File: src/gna_pkg.sv
`timescale 1ns / 1ps

package gna_pkg;

    // generator and transform constants
    localparam logic [31:0] LCG_MUL_LO  = 32'hDEEC_E66D;
    localparam logic [15:0] LCG_MUL_HI  = 16'd5;
    localparam logic [47:0] LCG_ADD     = 48'hB;
    localparam logic [15:0] SEED_LOW    = 16'h330E;
    localparam logic [31:0] TWO_LN2_Q27 = 32'd186065279;
    localparam logic [31:0] HALF_PI_LO  = 32'd2451551556;
    localparam logic [31:0] GAIN_Q30    = 32'd652032874;
    localparam logic [23:0] STD_RESET   = 24'd32768;

    localparam int CFG_IDX_W  = 2;
    localparam int CFG_DATA_W = 32;

    localparam logic [4:0] LOG_LAST  = 5'd29;
    localparam logic [4:0] SQRT_LAST = 5'd31;
    localparam logic [4:0] ROT_LAST  = 5'd29;
    localparam logic [1:0] PAIR_LAST = 2'd3;

    typedef enum logic [CFG_IDX_W-1:0] {
        REG_STD_DEV = 2'd0,
        REG_MEAN    = 2'd1,
        REG_SEED    = 2'd2
    } t_reg_idx;

    typedef enum logic [4:0] {
        S_IDLE, S_DRAW_LO, S_DRAW_HI, S_NORM_INIT, S_NORM, S_LOG_INIT, S_LOG,
        S_D, S_V_LO, S_V_HI, S_SQRT, S_ANG, S_GAIN, S_ROT, S_ROUND, S_CACHE,
        S_SCALE, S_SUM
    } t_state;

    typedef enum logic [4:0] {
        OP_NONE, OP_LOAD, OP_DRAW_LO, OP_DRAW_HI, OP_NORM_INIT, OP_NORM,
        OP_LOG_INIT, OP_LOG, OP_D, OP_V_LO, OP_V_HI, OP_SQRT, OP_ANG, OP_GAIN,
        OP_ROT, OP_ROUND, OP_USE_CACHE, OP_SCALE, OP_SUM
    } t_op;

    typedef struct packed {
        t_op        op;
        logic       second;
        logic [4:0] step;
    } t_cmd;

    typedef struct packed {
        logic pair_phase;
        logic x1_zero;
        logic norm_done;
        logic out_free;
    } t_status;

    // atan(2^-i) in Q2.30
    function automatic logic [29:0] atan_q30(input logic [4:0] i);
        logic [29:0] v;
        case (i)
            5'd0:  v = 30'h3243F6A8;
            5'd1:  v = 30'h1DAC6705;
            5'd2:  v = 30'h0FADBAFC;
            5'd3:  v = 30'h07F56EA6;
            5'd4:  v = 30'h03FEAB76;
            5'd5:  v = 30'h01FFD55B;
            5'd6:  v = 30'h00FFFAAA;
            5'd7:  v = 30'h007FFF55;
            5'd8:  v = 30'h003FFFEA;
            5'd9:  v = 30'h001FFFFD;
            5'd10: v = 30'h000FFFFF;
            5'd11: v = 30'h0007FFFF;
            5'd12: v = 30'h0003FFFF;
            5'd13: v = 30'h0001FFFF;
            5'd14: v = 30'h0000FFFF;
            5'd15: v = 30'h00007FFF;
            5'd16: v = 30'h00003FFF;
            5'd17: v = 30'h00001FFF;
            5'd18: v = 30'h00000FFF;
            5'd19: v = 30'h000007FF;
            5'd20: v = 30'h000003FF;
            5'd21: v = 30'h000001FF;
            5'd22: v = 30'h000000FF;
            5'd23: v = 30'h0000007F;
            5'd24: v = 30'h0000003F;
            5'd25: v = 30'h0000001F;
            5'd26: v = 30'h0000000F;
            5'd27: v = 30'h00000008;
            5'd28: v = 30'h00000004;
            5'd29: v = 30'h00000002;
            default: v = 30'h0;
        endcase
        return v;
    endfunction

endpackage

File: src/gna_ctrl.sv
`timescale 1ns / 1ps

module gna_ctrl (
    input  logic              i_clk,
    input  logic              i_rst_n,
    input  logic              i_in_valid,
    output logic              o_in_stall,
    output gna_pkg::t_cmd     o_cmd,
    input  gna_pkg::t_status  i_status
);
    import gna_pkg::*;

    t_state     r_state, n_state;
    logic [4:0] r_cnt, n_cnt;
    logic [1:0] r_tries, n_tries;
    logic       r_second, n_second;

    always_ff @(posedge i_clk) begin
        if (!i_rst_n) begin
            r_state  <= S_IDLE;
            r_cnt    <= '0;
            r_tries  <= '0;
            r_second <= 1'b0;
        end else begin
            r_state  <= n_state;
            r_cnt    <= n_cnt;
            r_tries  <= n_tries;
            r_second <= n_second;
        end
    end

    assign o_in_stall = (r_state != S_IDLE);

    always_comb begin
        n_state      = r_state;
        n_cnt        = r_cnt;
        n_tries      = r_tries;
        n_second     = r_second;
        o_cmd.op     = OP_NONE;
        o_cmd.second = r_second;
        o_cmd.step   = r_cnt;
        case (r_state)
            S_IDLE: begin
                if (i_in_valid) begin
                    o_cmd.op = OP_LOAD;
                    n_tries  = '0;
                    n_second = 1'b0;
                    n_state  = i_status.pair_phase ? S_CACHE : S_DRAW_LO;
                end
            end
            S_DRAW_LO: begin
                o_cmd.op = OP_DRAW_LO;
                n_state  = S_DRAW_HI;
            end
            S_DRAW_HI: begin
                o_cmd.op = OP_DRAW_HI;
                if (!r_second) begin
                    n_second = 1'b1;
                    n_state  = S_DRAW_LO;
                end else begin
                    n_second = 1'b0;
                    n_tries  = r_tries + 2'd1;
                    // zero first draw: draw the pair again, up to four pairs
                    if (i_status.x1_zero && r_tries != PAIR_LAST) n_state = S_DRAW_LO;
                    else n_state = S_NORM_INIT;
                end
            end
            S_NORM_INIT: begin
                o_cmd.op = OP_NORM_INIT;
                n_state  = S_NORM;
            end
            S_NORM: begin
                o_cmd.op = OP_NORM;
                if (i_status.norm_done) n_state = S_LOG_INIT;
            end
            S_LOG_INIT: begin
                o_cmd.op = OP_LOG_INIT;
                n_cnt    = '0;
                n_state  = S_LOG;
            end
            S_LOG: begin
                o_cmd.op = OP_LOG;
                n_cnt    = r_cnt + 5'd1;
                if (r_cnt == LOG_LAST) n_state = S_D;
            end
            S_D: begin
                o_cmd.op = OP_D;
                n_state  = S_V_LO;
            end
            S_V_LO: begin
                o_cmd.op = OP_V_LO;
                n_state  = S_V_HI;
            end
            S_V_HI: begin
                o_cmd.op = OP_V_HI;
                n_cnt    = '0;
                n_state  = S_SQRT;
            end
            S_SQRT: begin
                o_cmd.op = OP_SQRT;
                n_cnt    = r_cnt + 5'd1;
                if (r_cnt == SQRT_LAST) n_state = S_ANG;
            end
            S_ANG: begin
                o_cmd.op = OP_ANG;
                n_state  = S_GAIN;
            end
            S_GAIN: begin
                o_cmd.op = OP_GAIN;
                n_cnt    = '0;
                n_state  = S_ROT;
            end
            S_ROT: begin
                o_cmd.op = OP_ROT;
                n_cnt    = r_cnt + 5'd1;
                if (r_cnt == ROT_LAST) n_state = S_ROUND;
            end
            S_ROUND: begin
                o_cmd.op = OP_ROUND;
                n_state  = S_SCALE;
            end
            S_CACHE: begin
                o_cmd.op = OP_USE_CACHE;
                n_state  = S_SCALE;
            end
            S_SCALE: begin
                o_cmd.op = OP_SCALE;
                n_state  = S_SUM;
            end
            S_SUM: begin
                o_cmd.op = OP_SUM;
                if (i_status.out_free) n_state = S_IDLE;
            end
            default: n_state = S_IDLE;
        endcase
    end

endmodule

File: config.mk
export PLATFORM = sky130hd
export DESIGN_NAME = gna_ctrl
export DESIGN_NICKNAME = d
export VERILOG_FILES = /design/src/gna_pkg.sv /design/src/gna_ctrl.sv
export SDC_FILE = /design/constraint.sdc
export NUM_CORES = 1
export LEC_CHECK = 0
export ABC_CLOCK_PERIOD_IN_PS = 2500
export BUFFER_PORTS_ARGS = -buffer_cell sky130_fd_sc_hd__buf_4
export CAP_MARGIN = 30
export CORE_MARGIN = 3
export CORE_UTILIZATION = 55
export DETAILED_ROUTE_END_ITERATION = 8
export GPL_ROUTABILITY_DRIVEN = 0
export PLACE_DENSITY = 0.78
export SYNTH_ARGS = -nofsm -noshare
export SYNTH_HDL_FRONTEND = slang
export SYNTH_SLANG_ARGS = --single-unit
File: constraint.sdc
create_clock -name i_clk -period 2.5 [get_ports i_clk]
set_input_delay 0.25 -clock i_clk [delete_from_list [all_inputs] [get_ports i_clk]]
set_output_delay 0.25 -clock i_clk [all_outputs]
set_load 0.01 [all_outputs]
==> flow_results.org <==
** Yosys
- Most instantiated flip-flop cell in the synthesis netlist :: sky130_fd_sc_hd__dfxtp_1
- Fraction of synthesized cell area taken by the top area cell type :: 23.45%
- Number of enable-type register cells in the synthesized netlist :: 0
- Share of flip-flops with an asynchronous set or reset after synthesis :: 0%
- Count of state elements after synthesis :: 13
- Number of nets produced by synthesis :: 143
- Most area-hungry cell type in the Yosys netlist :: sky130_fd_sc_hd__dfxtp_1
- Netlist Area Pre-Place :: 0.001110 mm^2
- Cell count after synthesis :: 132
- By area the synthesized netlist is led by sky130_fd_sc_hd__dfxtp_1 23%, sky130_fd_sc_hd__ha_1 4.5%, sky130_fd_sc_hd__a21oi_1 4.1%.
- Post-synth cell types :: 55
- Averaged over all synthesized cells, the footprint is 8.408 um^2.
- The Yosys step of the flow raised 0 warnings.
- Summing the sequential cell areas from Yosys gives 23.45% of the chip area.

** Floorplanning
- DIE AREA :: 0.002593 mm^2
- Count of standard-cell rows :: 15
- Number of top-level pins :: 19
- Once the floorplan was initialized, standard cells occupied 60.96% of the core.
- Core box area :: 0.001821 mm^2
- The die is 50.92 um wide.
- Die boundary height :: 50.92 um

** Pwr
- In this run the power density over the cells is 972.7 mW/mm^2.
- Cell leakage power :: 0.0005151 uW
- Largest voltage drop on the vdd net :: 0.0006908 V
- The design draws 1212 uW.

** Placed design
- Setup Slack @ Placement :: 385.4 ps
- Post-detailed-placement half-perimeter wirelength :: 1644 um
- After detailed placement, the design holds a cell count of 164.
- IO buf count :: 18

** Worst setup path
- Largest delay contributor family on the critical path :: flip-flops
- Series of cell instances along the critical path :: nor2b_1, nand2_1, o21ai_0, buf_4
- Largest stage delay, worst path :: 910 ps
- STA classifies the critical path endpoint as an output pin.
- STA puts the critical path data required time at 2250 ps.
- The setup path with the least slack is of type reg -> out.
- The setup check on the worst reg-to-reg path leaves a slack of 370 ps.
- Endpoint arrival time on the critical path :: 1950 ps
- In this run the worst path has a maximum fanout of 28.
- Counting both buffers and inverters, the worst setup path holds a total of 1.
- The slowest stage of the critical path belongs to the cell sky130_fd_sc_hd__dfxtp_1.
- Kind of launch point of the worst setup path :: register

** Clock network
- H-tree level count :: 1
- Root Buffer :: sky130_fd_sc_hd__clkbuf_4
- At the later pin of the worst-skew pair, clock insertion delay measures 280 ps.
- Clock-pin slew was measured on the worst setup and hold paths at 80 ps.
- Number of buffers inserted by hold repair at cts :: 0
- Setup repair bufs after CTS :: 0
- CTS tree :: done
- Once the clock tree was built, the resizer swapped 0 gates to a different size.
- Clock tree synthesis inserted a total of 3 buffers.
- The clock drives 13 sinks.
- Maximum number of buffers from clock root to sink :: 2

** Timing
- Normalized max-slew margin :: 40.18%
- Post-route clock period utilization :: 88.01%
- Final setup violation count :: 0
- Final critical path time including I/O delays and setup :: 2200 ps
- Final Hold Violating Endpoints :: 0
- Across all hold checks on the routed design, the worst slack comes to 268.6 ps.
- For this run, the top clock speed supported by timing is 454.5 MHz.
- After routing, the total negative slack on setup checks comes to 0 ps.
- Transition time of the tightest slew-check pin :: 896.1 ps
- Unrepaired setup endpoints after global routing :: false
- In the post-route analysis, the smallest setup slack over all paths is 299.6 ps.
- Max Slew Vio Count :: 0
- Worst clock skew on the final layout :: 8.158 ps

** Finish
- Of the cells placed in the final design, the portion with a size suffix greater than 1 is 23.78%.
- In the layout the commonest cells are 20 x sky130_fd_sc_hd__buf_4, 13 x sky130_fd_sc_hd__dfxtp_1, 9 x sky130_fd_sc_hd__a21oi_1.
- Multi-input combinational cell area :: 759.5 um^2
- In the final layout, flip-flops and latches occupy 260.3 um^2.
- The final layout contains 155 nets.
- The finished layout holds 168 standard cells, fillers aside.
- The repair_antennas step left the layout with diodes totalling 0.
- From synthesis to final layout, the design area changed by 12.29%.
- Most common cell after layout, fill and taps aside :: sky130_fd_sc_hd__buf_4
- After filler insertion, the fill cell instance count of the layout stands at 161.

** Global route
- GR Overflow Total :: 0
- GRT Resource Usage Total :: 20.07%
- Entering global routing, the biggest net connects 29 pins.
- For met1 alone, demand over resource in global routing was 28.21%.
- Number of global-route vias before repair :: 927
- For met3 alone, demand over resource in global routing was 5.248%.
- Antenna violations before repair :: 0
- The first global-routing pass estimated 4126 um of wire.
- In this run the most used layer during global routing was met2.
- In the global route stage, met2 resource usage came out at 31.33%.

** Route
- After detailed routing, the total wire length is 2374 um.
- Mean number of vias per cell :: 6.119
- Via total after detailed routing :: 1,028
- The detailed router finished its first iteration with 19 violations.
- Average wire length per cell after detail routing :: 14.13 um
- The count of nets left with antenna violations once routing finished came out at 0.
- The first detailed-routing pass took 4 iterations.
- Drc violations :: 0

** Outcome
- Status :: complete, no violations

** Flow run
- Across the run, the number of max-cap violations was 0.

** Hold path
- Path class of the lowest-slack min-delay path :: in -> reg
==> cells in the mapped netlist (2+ instances only) <==
master	count
sky130_fd_sc_hd__nand2b_1	6
sky130_fd_sc_hd__inv_1	5
sky130_fd_sc_hd__or4_1	3
sky130_fd_sc_hd__a21oi_1	9
sky130_fd_sc_hd__or4b_4	2
sky130_fd_sc_hd__o21ai_1	4
sky130_fd_sc_hd__nor3_1	2
sky130_fd_sc_hd__nor2b_1	3
sky130_fd_sc_hd__nand2_1	6
sky130_fd_sc_hd__dfxtp_1	13
sky130_fd_sc_hd__a22o_1	3
sky130_fd_sc_hd__and3b_1	2
sky130_fd_sc_hd__buf_2	9
sky130_fd_sc_hd__a211oi_1	3
sky130_fd_sc_hd__mux2_2	3
sky130_fd_sc_hd__ha_1	4
sky130_fd_sc_hd__clkbuf_1	2
sky130_fd_sc_hd__o21ai_0	6
sky130_fd_sc_hd__nor3b_1	2
sky130_fd_sc_hd__nor2_1	6
sky130_fd_sc_hd__nand4_1	2
sky130_fd_sc_hd__a31oi_1	3
sky130_fd_sc_hd__or4b_1	2
==> per-layer routing <==
layer | share of wire, % | vias up
li1 | - | 532
met1 | 49 | 478
met2 | 47 | 16
met3 | 3.3 | 2
met4 | 0.67 | 0
met5 | 0 | -
==> per-stage QoR <==
step	instance area (um^2)	utilization, %
finish	1246	68.45
global route	1246	68.45
CTS	1246	68.45
detailed placement	1220	67.01
global placement	1220	67.01
floorplan	1110	-
==> worst reg2reg max path, stage by stage, from the launching register on <==
cell                      delay (ps)
sky130_fd_sc_hd__dfxtp_1         360
sky130_fd_sc_hd__ha_1            250
sky130_fd_sc_hd__and3_1          190
sky130_fd_sc_hd__ha_1            170
sky130_fd_sc_hd__or4b_4          490
sky130_fd_sc_hd__o22ai_2         260
sky130_fd_sc_hd__or2_1           190
sky130_fd_sc_hd__o41ai_2          90
==> registers in the layout, summed over array words and instances, names as in the netlist <==
signal,cells
r_cnt,5
r_state,5
r_tries,2
r_second,1
==> logic make-up after synthesis <==
family	synth area share, %
and+or+nand+nor	28.75
AOI/OAI and AO/OA	29.65
buffers and inverters	8.118
DFF	23.45
muxes	3.946
adders and majority gates	4.510
xor gates and xnor gates	1.579
==> area by class of cell <==
class	count	area share (%)
timing repair buffer	20	12.05
clock buffer	4	2.108
multi-input combinational	101	60.94
tap	25	2.510
inverter	5	1.506
sequential	13	20.88
==> power breakdown <==
group          total [uW]  switching, uW  internal (uW)  leakage [uW]
Sequential            427            181            245      0.000106
Combinational         657            292            365      0.000394
Clock                 128           66.6           61.8     0.0000150
==> final timing paths <==
| kind | to | depth (start not counted) | startpoint |
|---|---|---|---|
| worst max-delay path | o_cmd[10] | 4 | r_state[2]$_SDFFE_PN0P_ |
| worst min-delay path | r_state[0]$_SDFFE_PN0P_ | 3 | i_rst_n |
| worst max register to register | r_state[0]$_SDFFE_PN0P_ | 7 | r_cnt[0]$_SDFFE_PN0P_ |
| worst min register to register | r_tries[1]$_SDFFE_PN0P_ | 2 | r_tries[1]$_SDFFE_PN0P_ |
No activity file was read; power rests on OpenSTA's default activity.
